[config.mk]
export PLATFORM = sky130hd
export DESIGN_NAME = hamming74_packed_stream_decoder
export DESIGN_NICKNAME = d
export VERILOG_FILES = /design/src/rtl/h74psd_pkg.sv /design/src/rtl/h74psd_front.sv /design/src/rtl/h74psd_queue.sv /design/src/rtl/h74psd_back.sv /design/src/rtl/hamming74_packed_stream_decoder.sv
export SDC_FILE = /design/constraint.sdc
export NUM_CORES = 1
export LEC_CHECK = 0
export BUFFER_PORTS_ARGS = -buffer_cell sky130_fd_sc_hd__buf_2
export CAP_MARGIN = 5
export CORE_ASPECT_RATIO = 1.4
export CORE_MARGIN = 1
export CORE_UTILIZATION = 45
export CTS_CLUSTER_SIZE = 30
export DETAILED_ROUTE_END_ITERATION = 16
export GPL_TIMING_DRIVEN = 0
export PLACE_DENSITY_LB_ADDON = 0.3
export SYNTH_ARGS = -nofsm -noshare
export SYNTH_HDL_FRONTEND = slang
export SYNTH_SLANG_ARGS = --single-unit
[constraint.sdc]
create_clock -name clk -period 4.8 [get_ports clk]
set_clock_uncertainty 0.05 [all_clocks]
set_input_delay 0.96 -clock clk [delete_from_list [all_inputs] [get_ports clk]]
set_output_delay 0.96 -clock clk [all_outputs]
set_load 0.05 [all_outputs]
[src/rtl/h74psd_pkg.sv]
// ----------------------------------------------------------------------------
// h74psd_pkg - shared types and Hamming(7,4) helpers
// Queue entry layout, parity constants and the single-word corrector.
// ----------------------------------------------------------------------------
`default_nettype none

package h74psd_pkg;

	// Parity contributed by each data bit of the nibble
	localparam logic [2:0] PAR_D0 = 3'd3;
	localparam logic [2:0] PAR_D1 = 3'd5;
	localparam logic [2:0] PAR_D2 = 3'd6;
	localparam logic [2:0] PAR_D3 = 3'd7;

	localparam int unsigned CODE_W  = 8;
	localparam int unsigned WORD_W  = 7;
	localparam int unsigned COUNT_W = 32;

	// Last position of a seven-byte group
	localparam logic [2:0] PHASE_LAST = 3'd6;

	// One classified byte, handed from front to back
	typedef struct packed {
		logic               has_data;
		logic [7:0]         data;
		logic               has_status;
		logic               fmt_err;
		logic [COUNT_W-1:0] count;
	} entry_t;

	function automatic logic [2:0] parity_of(input logic [3:0] nib);
		logic [2:0] p;
		p = 3'd0;
		if (nib[0]) p = p ^ PAR_D0;
		if (nib[1]) p = p ^ PAR_D1;
		if (nib[2]) p = p ^ PAR_D2;
		if (nib[3]) p = p ^ PAR_D3;
		return p;
	endfunction

	// Corrects a 7-bit word to the nearest codeword, returns its nibble
	function automatic logic [3:0] decode_word(input logic [WORD_W-1:0] word);
		logic [3:0] nib;
		logic [2:0] syn;
		nib = word[3:0];
		syn = parity_of(nib) ^ word[6:4];
		unique case (syn)
			PAR_D0:  nib[0] = ~nib[0];
			PAR_D1:  nib[1] = ~nib[1];
			PAR_D2:  nib[2] = ~nib[2];
			PAR_D3:  nib[3] = ~nib[3];
			default: nib = nib;
		endcase
		return nib;
	endfunction

endpackage

`default_nettype wire

[src/rtl/h74psd_front.sv]
// ----------------------------------------------------------------------------
// h74psd_front - byte unpacker and classifier
// Tracks group phase, carry bits and pending nibble; builds one queue entry.
// ----------------------------------------------------------------------------
`default_nettype none

module h74psd_front (
	input  wire logic                    clk,
	input  wire logic                    arst_n,
	input  wire logic                    accept,
	input  wire logic [7:0]              code_byte,
	input  wire logic                    final_byte,
	output h74psd_pkg::entry_t           entry,
	output logic                         push
);
	import h74psd_pkg::*;

	logic [2:0]         phase_q;
	logic [7:0]         carry_q;
	logic [3:0]         high_q;
	logic [COUNT_W-1:0] counter_q;

	logic [2:0]         n;
	logic [2:0]         phase_n;
	logic [7:0]         carry_n;
	logic [3:0]         high_n;
	logic [COUNT_W-1:0] counter_n;
	logic [7:0]         prev;
	logic [7:0]         word_w;
	logic [7:0]         hi_w;
	logic [3:0]         nib;
	logic [7:0]         data;
	logic               emit;
	logic               err;

	always_comb begin
		// unreachable phase 7 behaves as phase 0
		n       = (phase_q > PHASE_LAST) ? 3'd1 : phase_q + 3'd1;
		phase_n = n;
		carry_n = carry_q;
		high_n  = high_q;
		data    = 8'd0;
		emit    = 1'b0;
		prev    = 8'd0;
		word_w  = 8'd0;
		hi_w    = carry_q | {7'd0, code_byte[7]};
		nib     = 4'd0;
		if (n == 3'd7) begin
			data    = {decode_word(hi_w[6:0]), decode_word(code_byte[6:0])};
			emit    = 1'b1;
			carry_n = 8'd0;
			phase_n = 3'd0;
		end else begin
			prev    = (n == 3'd1) ? 8'd0 : carry_q;
			word_w  = prev | (code_byte >> n);
			nib     = decode_word(word_w[6:0]);
			carry_n = 8'(code_byte << (3'd7 - n));
			if (n[0]) begin
				high_n = nib;
			end else begin
				data = {high_q, nib};
				emit = 1'b1;
			end
		end
		counter_n = (emit && counter_q != '1) ? counter_q + 1'b1 : counter_q;
		err = (phase_n == 3'd1) || (phase_n == 3'd3) || (phase_n == 3'd5) ||
		      (phase_n != 3'd0 && carry_n[6:0] != 7'd0);
	end

	always_comb begin
		entry.has_data   = emit;
		entry.data       = data;
		entry.has_status = final_byte;
		entry.fmt_err    = err;
		entry.count      = counter_n;
		push             = accept && (emit || final_byte);
	end

	always_ff @(posedge clk or negedge arst_n) begin
		if (!arst_n) begin
			phase_q   <= 3'd0;
			carry_q   <= 8'd0;
			high_q    <= 4'd0;
			counter_q <= '0;
		end else if (accept) begin
			if (final_byte) begin
				phase_q   <= 3'd0;
				carry_q   <= 8'd0;
				high_q    <= 4'd0;
				counter_q <= '0;
			end else begin
				phase_q   <= phase_n;
				carry_q   <= carry_n;
				high_q    <= high_n;
				counter_q <= counter_n;
			end
		end
	end

endmodule

`default_nettype wire

[src/rtl/h74psd_queue.sv]
// ----------------------------------------------------------------------------
// h74psd_queue - small entry queue between front and back
// Register-based FIFO, first-word fall-through on the head entry.
// ----------------------------------------------------------------------------
`default_nettype none

module h74psd_queue #(
	parameter int unsigned DEPTH = 4
) (
	input  wire logic              clk,
	input  wire logic              arst_n,
	input  wire logic              push,
	input  wire h74psd_pkg::entry_t wr_entry,
	input  wire logic              pop,
	output h74psd_pkg::entry_t     head,
	output logic                   full,
	output logic                   empty
);
	import h74psd_pkg::*;

	localparam int unsigned PTR_W = (DEPTH > 1) ? $clog2(DEPTH) : 1;
	localparam int unsigned CNT_W = $clog2(DEPTH + 1);
	localparam logic [PTR_W-1:0] PTR_LAST = PTR_W'(DEPTH - 1);
	localparam logic [CNT_W-1:0] CNT_FULL = CNT_W'(DEPTH);

	entry_t           mem_q [DEPTH];
	logic [PTR_W-1:0] wr_ptr_q;
	logic [PTR_W-1:0] rd_ptr_q;
	logic [CNT_W-1:0] fill_q;

	assign full  = (fill_q == CNT_FULL);
	assign empty = (fill_q == '0);
	assign head  = mem_q[rd_ptr_q];

	always_ff @(posedge clk) begin
		if (push) begin
			mem_q[wr_ptr_q] <= wr_entry;
		end
	end

	always_ff @(posedge clk or negedge arst_n) begin
		if (!arst_n) begin
			wr_ptr_q <= '0;
			rd_ptr_q <= '0;
			fill_q   <= '0;
		end else begin
			if (push) begin
				wr_ptr_q <= (wr_ptr_q == PTR_LAST) ? '0 : wr_ptr_q + 1'b1;
			end
			if (pop) begin
				rd_ptr_q <= (rd_ptr_q == PTR_LAST) ? '0 : rd_ptr_q + 1'b1;
			end
			if (push && !pop) begin
				fill_q <= fill_q + 1'b1;
			end else if (pop && !push) begin
				fill_q <= fill_q - 1'b1;
			end
		end
	end

endmodule

`default_nettype wire

[src/rtl/h74psd_back.sv]
// ----------------------------------------------------------------------------
// h74psd_back - result expander and output register
// Turns each queue entry into a data transfer, a status transfer or both.
// ----------------------------------------------------------------------------
`default_nettype none

module h74psd_back (
	input  wire logic                  clk,
	input  wire logic                  arst_n,
	input  wire h74psd_pkg::entry_t    head,
	input  wire logic                  empty,
	output logic                       pop,
	output logic                       out_valid,
	input  wire logic                  out_ready,
	output logic [7:0]                 data_byte,
	output logic                       is_status,
	output logic                       format_error,
	output logic [h74psd_pkg::COUNT_W-1:0] decoded_count
);
	import h74psd_pkg::*;

	logic               valid_q;
	logic               split_q;   // data half of a dual entry already shown
	logic [7:0]         data_q;
	logic               status_q;
	logic               err_q;
	logic [COUNT_W-1:0] count_q;

	logic load;
	logic show_data;
	logic last_of_entry;

	always_comb begin
		load          = (!valid_q || out_ready) && !empty;
		show_data     = head.has_data && !split_q;
		last_of_entry = !(show_data && head.has_status);
		pop           = load && last_of_entry;
	end

	always_ff @(posedge clk or negedge arst_n) begin
		if (!arst_n) begin
			valid_q <= 1'b0;
			split_q <= 1'b0;
		end else begin
			if (load) begin
				valid_q <= 1'b1;
				split_q <= !last_of_entry;
			end else if (out_ready) begin
				valid_q <= 1'b0;
			end
		end
	end

	always_ff @(posedge clk) begin
		if (load) begin
			data_q   <= show_data ? head.data : 8'd0;
			status_q <= !show_data;
			err_q    <= show_data ? 1'b0 : head.fmt_err;
			count_q  <= show_data ? '0 : head.count;
		end
	end

	assign out_valid     = valid_q;
	assign data_byte     = data_q;
	assign is_status     = status_q;
	assign format_error  = err_q;
	assign decoded_count = count_q;

endmodule

`default_nettype wire

[src/rtl/hamming74_packed_stream_decoder.sv]
// ----------------------------------------------------------------------------
// hamming74_packed_stream_decoder - packed Hamming(7,4) byte stream decoder
// Unpacks eight 7-bit codewords from every seven bytes, corrects each and
// emits one data byte per codeword pair, plus a status transfer per message.
// ----------------------------------------------------------------------------
//
// Channel  Dir  Fields (tdata from bit 0 up)                       Marker
// s_*      in   tdata[7:0] code_byte                               tlast = final_byte
// m_*      out  tdata[7:0] data_byte, [8] format_error,            tlast = is_status
//               [40:9] decoded_count, [47:41] zero
//
// One byte is taken per cycle while s_tready is high; the front unpacks,
// corrects and counts in the cycle of the transfer, the entry is written
// into the queue, then loaded into the output register, and leaves once
// m_tready is high. A closing byte that also completes a data byte yields
// two output transfers, data first and then status, from one queue entry.
// s_tready falls only when the queue between front and back is full, which
// follows from back-pressure on the master side.
// arst_n clears phase, carry, nibble, counter, queue pointers and out valid.
// ----------------------------------------------------------------------------
`default_nettype none

module hamming74_packed_stream_decoder #(
	parameter int unsigned QUEUE_DEPTH = 4
) (
	input  wire logic        clk,
	input  wire logic        arst_n,
	// slave side
	input  wire logic        s_tvalid,
	output logic             s_tready,
	input  wire logic [7:0]  s_tdata,   // [7:0] code_byte
	input  wire logic        s_tlast,   // final_byte
	// master side
	output logic             m_tvalid,
	input  wire logic        m_tready,
	output logic [47:0]      m_tdata,   // [7:0] data_byte, [8] format_error,
	                                    // [40:9] decoded_count, [47:41] zero
	output logic             m_tlast    // is_status
);
	import h74psd_pkg::*;

	entry_t             fr_entry;
	entry_t             q_head;
	logic               fr_push;
	logic               q_full;
	logic               q_empty;
	logic               bk_pop;
	logic               accept;
	logic [7:0]         data_byte;
	logic               format_error;
	logic [COUNT_W-1:0] decoded_count;

	// Every accepted byte pushes at most one entry, so space for one suffices
	assign s_tready = !q_full;
	assign accept   = s_tvalid && s_tready;

	h74psd_front u_front (
		.clk        (clk),
		.arst_n     (arst_n),
		.accept     (accept),
		.code_byte  (s_tdata),
		.final_byte (s_tlast),
		.entry      (fr_entry),
		.push       (fr_push)
	);

	h74psd_queue #(
		.DEPTH (QUEUE_DEPTH)
	) u_queue (
		.clk      (clk),
		.arst_n   (arst_n),
		.push     (fr_push),
		.wr_entry (fr_entry),
		.pop      (bk_pop),
		.head     (q_head),
		.full     (q_full),
		.empty    (q_empty)
	);

	h74psd_back u_back (
		.clk           (clk),
		.arst_n        (arst_n),
		.head          (q_head),
		.empty         (q_empty),
		.pop           (bk_pop),
		.out_valid     (m_tvalid),
		.out_ready     (m_tready),
		.data_byte     (data_byte),
		.is_status     (m_tlast),
		.format_error  (format_error),
		.decoded_count (decoded_count)
	);

	// pad to whole bytes
	assign m_tdata = {7'd0, decoded_count, format_error, data_byte};

endmodule

`default_nettype wire

[Yosys cells after proc, flatten, opt, wreduce, memory -nomap -nowiden]
Memory sizes are Yosys's and may differ from the RTL's.
Cells that the tools add are included.
Widths: inputs -> output; s select.
Storage, ports and cells
  register bits: 97
  bits in writable memories: 172
  bits of input ports: 13
  output and inout port bits: 51
  word-level logic and storage cells: 161
  memories: 1
Operators by class
  add/sub/neg operators: 7
  order comparisons: 1
  equal/unequal tests: 22
  shift-type cells: 2
  mux-type cells: 59
  bitwise gates (word level): 26
  reduce and logical (&&, ||, !) cells: 30
Memory list
  u_queue.mem_q: depth 4, bits a word 43, rd ports 1, clocked after Yosys merged registers in 0, write ports 1, line h74psd_queue.sv:26  | entry_t mem_q [DEPTH];
Operators by type and width (number)
  $mux 3: 26
  $mux 32: 2
  $eq 3x3->1 const B: 12
  $add 32x1->32 const B: 1
  $ne 32x32->1 const B: 1
  $mux 7: 3
  $mux 1: 18
  $mux 8: 2
  $eq 3x2->1 const B: 4
  $mux 4: 3
  $not 1->1: 12
  $not 2->2: 6
  $logic_and 1x1->1: 10
  $mux 2: 5
  $not 3->3: 3
  $xor 3x3->3: 3
  $logic_not 1->1: 8
  $shl 8x3->7: 1
  $shr 8x3->7: 1
  $or 7x1->7: 1
  $or 7x7->7: 1
  $reduce_bool 7->1: 1
  $add 3x1->3 const B: 2
  $eq 3x1->1 const B: 2
  other kinds (11): 19

[Logic depth before layout (Yosys ltp)]
  word-level depth: 22
  gate-level depth with buffers: 15
  gate-level depth less buffers: 12

[By module]
From an unflattened synthesis, not the netlist that was laid out.
Second synthesis, totals
  cells, all modules: 916
  area total of the unflattened synthesis: 12959.9 um2
Modules (own cells, without submodules)
  h74psd_queue: times used 1, cells each 262, area an instance 6681.4 um2, seq. area each 5340.1 um2
  h74psd_front: times used 1, cells each 546, area an instance 4464.3 um2, seq. area each 1151.1 um2
  h74psd_back: times used 1, cells each 97, area an instance 1740.4 um2, seq. area each 1311.3 um2
  hamming74_packed_stream_decoder: times used 1, cells each 11, area an instance 73.8 um2, seq. area each 0.0 um2

[Worst setup path before layout]
OpenSTA, ideal clock, no wires.
  kind: input to register
  start point: input port m_tready
  end point: register u_queue.fill_q[1]
  data arrival time: 4.622 ns
  required time: 4.625 ns
  path slack: 0.003 ns
  stages: 7
  path through: inv_1 -> a21oi_1 -> nand2_1 -> ha_1 -> inv_1 -> fa_1 -> mux2_2
On the way
  cells in the longest elaborated chain, start to end: 6
  elaborated cells on any way between the ends: 8
RTL lines
  from (decl): line hamming74_packed_stream_decoder.sv:35  | input wire logic m_tready,
  $logic_or 1x1->1 (*): line h74psd_back.sv:34  | load = (!valid_q || out_ready) && !empty;
  $logic_and 1x1->1 (*): line h74psd_back.sv:34
  via u_back.load: line h74psd_back.sv:29  | logic load;
  $logic_and 1x1->1 (*): line h74psd_back.sv:37  | pop = load && last_of_entry;
  $logic_not 1->1: line h74psd_queue.sv:53  | if (push && !pop) begin
  $logic_and 1x1->1: line h74psd_queue.sv:53
  $mux 3 / $reduce_bool 2->1 (equally long branches)
  to (signal assigned): line h74psd_queue.sv:54  | fill_q <= fill_q + 1'b1;
  to (signal assigned): line h74psd_queue.sv:56  | fill_q <= fill_q - 1'b1;
  to (decl): line h74psd_queue.sv:29  | logic [CNT_W-1:0] fill_q;
The timed path passes the listed nets; every way through them passes the cells marked *.
A chain may end at the register's enable or synchronous reset.

==> flow_summary_export.csv <==
group,metric,value,unit
cts,cts_buffers,25,
critical_path,r2r_start,"u_front.phase_q[0]",
power_and_ir_drop,pwr-share-clk,0.185,
layout,layout.cells.non_filler,1426,
placement,place_hpwl,18.13,mm
global_routing,antenna_found_initial,0,
critical_path,arrival,4230,ps
global_routing,gr-total-overflow,0,
global_routing,grt_util_all_layers,0.1896,
synth,synth.most_common_cell,"edfxtp_1",
layout,final_nets,1060,
timing,slew_viol_final,0,
power_and_ir_drop,powerDensity,716.6,nW/um2
power_and_ir_drop,combPwrFrac,0.465,
cts,tritoncts,"yes",
timing,worstMarginPinSlew,1011,ps
synth,postSynthCellCount,946,
route,drt_iter0_markers,417,
synth,synth.cell_area,12660,um2
cts,clockBufferDepth,3,
synth,ys_ff_latch,269,
die,ios,64,
timing,setup-tns-final,0,ps
global_routing,grt_pass1_wl,42.09,mm
synth,synth.distinct_cells,74,
route,num_vias,7956,
placement,place_ws,804.6,ps
power_and_ir_drop,swShare,0.4009,
placement,placed_cells,1380,
timing,fmax,246.6,MHz
critical_path,startpoint_type,"register",
cts,holdBufCountCts,0,
synth,synth_common_cells,"edfxtp_1, nand2_1, o21ai_0",
die,dieArea,28810,um2
worst_hold_path,min_path_type,"in -> async",
die,start_util,0.4576,
die,core_region_area,27660,um2
critical_path,cp_max_fo,10,
route,ant_nets,0,
placement,gp_congestion,0.8604,
timing,period_needed,4055,ps
timing,post-route-period-util,0.8448,
die,fp-row-count,72,
timing,hold_viol_final,0,
status,status,"complete, no violations",
global_routing,grt_max_degree,33,
synth,synth-edff-count,214,
synth,seq_area_frac_synth,0.6165,
synth,synth_area_leader_cell,"edfxtp_1",
cts,path_clk_slew,70,ps
route,wl,26.20,mm
critical_path,crit_start,"u_front.phase_q[0]",
cts,worstSkewPairLatency,530,ps
critical_path,criticalPathCategory,"reg -> reg",
synth,synth_top_area_share,0.5078,
route,dr.pass1.iters,5,
synth,avgSynthCellArea,13.38,um2
route,drc,0,
timing,slew_headroom,0.3257,
critical_path,setup.worst_path.end_class,"register",
layout,num_antenna_cells,0,
route,wl_per_cell,18.37,um
layout,multi_input_area,4497,um2
synth,ys.flop_type,"edfxtp_1",
global_routing,first_global_vias,7847,
route,vias_per_cell,5.579,
cts,cts_setup_buffers,0,
die,die-height,200.4,um
timing,setup_viol,0,
critical_path,crit_required,4980,ps
layout,fin_util,0.5178,
die,die_w,143.7,um
cts,cts_htree_levels,1,
power_and_ir_drop,p_sw,4.114,mW
layout,seqCellArea,7802,um2
layout,drive_gt1_frac,0.1799,
power_and_ir_drop,power_leakage,5.045,nW
layout,areaGrowthSynthToFinish,13.15,%
synth,synth_warnings,0,
synth,synthTopCellsByArea,"edfxtp_1, dfrtp_1, mux4_2, xnor2_1, o21ai_0",
timing,rsz0062_at_grt,"no",
layout,fill_cells,2336,
cts,cts_resized,0,
cts,root_buffer,"clkbuf_16",
cts,cts.sinks,269,
placement,numPortBuffers,52,
power_and_ir_drop,p_seq_frac,0.350,
power_and_ir_drop,irDropWorstVdd,0.5195,mV
timing,fin_ws,745.1,ps
job,drv_cap,0,
synth,synth_async_sr_flop_share,0.2045,
power_and_ir_drop,p_int,6.148,mW
-- final timing paths --
check	end	slack [ps]	depth (start not counted)
max in group asynchronous	u_front.counter_q[11]	3660	2
setup reg to reg	u_queue.mem_q[1][35]	750	14
hold reg to reg	u_front.counter_q[17]	440	1
hold / removal	u_front.high_q[2]	430	1
min in group clk	u_front.counter_q[17]	440	1
setup / recovery	u_queue.mem_q[1][35]	750	14
-- cell families after synthesis --
kind of cell               synth area share
AOI/OAI and AO/OA                    0.1025
xor gates and xnor gates            0.04350
adders and majority gates           0.01048
buffers and inverters               0.03124
DFF                                  0.6165
muxes                               0.08324
other                             0.0002963
and+or+nand+nor                      0.1122
-- cell type report --
cell class              instances  area share
flip-flops and latches        269      0.5449
multi-input cells             598      0.3140
clock buffers                  30     0.04640
well taps                     370     0.03233
repair buffers                 58     0.02656
plain buffers                  67     0.02289
clock inverters                16    0.008213
inverters                      18    0.004718
-- power groups by stage --
stage	clock network, mW	registers [mW]	logic [mW]
after global routing	2.02	3.65	5.18
after floorplan	0	4.28	2.98
after global placement	0	3.65	4.67
final	1.90	3.59	4.77
after CTS	1.94	3.60	4.81
after detailed placement	0	3.64	4.80
-- state kept, by name, indices dropped and copies added, names as in the netlist --
| signal | count |
|---|---|
| u_back.decoded_count | 32 |
| u_queue.wr_ptr_q | 2 |
| u_queue.fill_q | 3 |
| u_front.counter_q | 32 |
| u_back.is_status | 1 |
| u_front.phase_q | 3 |
| u_front.carry_q | 7 |
| u_back.format_error | 1 |
| u_back.data_byte | 8 |
| u_queue.mem_q | 172 |
| u_back.split_q | 1 |
| u_front.high_q | 4 |
| u_back.out_valid | 1 |
| u_queue.rd_ptr_q | 2 |
-- through the flow --
stage               total power [mW]  cell area (um2)  hold slack [ps]
floorplan                      7.263            12680            400.5
finish                         10.26            14320            425.3
global route                   10.85            14320            465.8
detailed placement             8.439            13540            430.7
global placement               8.328            13400            421.1
CTS                            10.35            14320            440.8
-- placed cells by master, fill, tap and decap left out, types with 5 or more instances in the layout --
master	instances
edfxtp_1	214
nand2_1	70
buf_2	68
o21ai_0	60
dfrtp_1	55
nor2_1	52
mux4_2	43
nor2b_1	42
xnor2_1	38
clkbuf_1	37
nand3_1	31
clkbuf_16	25
xor2_1	23
a21oi_1	23
inv_1	18
nor3_1	17
and3_1	16
and2_1	15
o31ai_1	14
a31oi_1	13
a22o_1	11
o22ai_1	10
buf_4	9
ha_1	9
a221oi_1	7
conb_1	7
clkinv_1	7
buf_12	6
a21o_1	5
o21ai_1	5
buf_1	5
and4_1	5
-- per-layer routing --
metal  up-vias  global-route usage  part of all wire
met1      3939              0.2319              0.40
met2       220              0.3389              0.53
met4         0             0.07409             0.030
met5         -                   0                 0
met3        43             0.02028             0.046
li1       3754                   -                 -
-- critical path, cell delays in order, from the launching register on --
cell and delay (ps):
dfrtp_1 380, buf_4 170, inv_1 230, ha_1 350, buf_2 230, buf_2 210, nor2_1 390, nor4_1 90
a31oi_1 290, buf_2 280, nor2_1 110, o21bai_1 160, a21oi_1 100, a2111oi_2 460, o22ai_1 250
No activity file was read; power rests on OpenSTA's default activity.
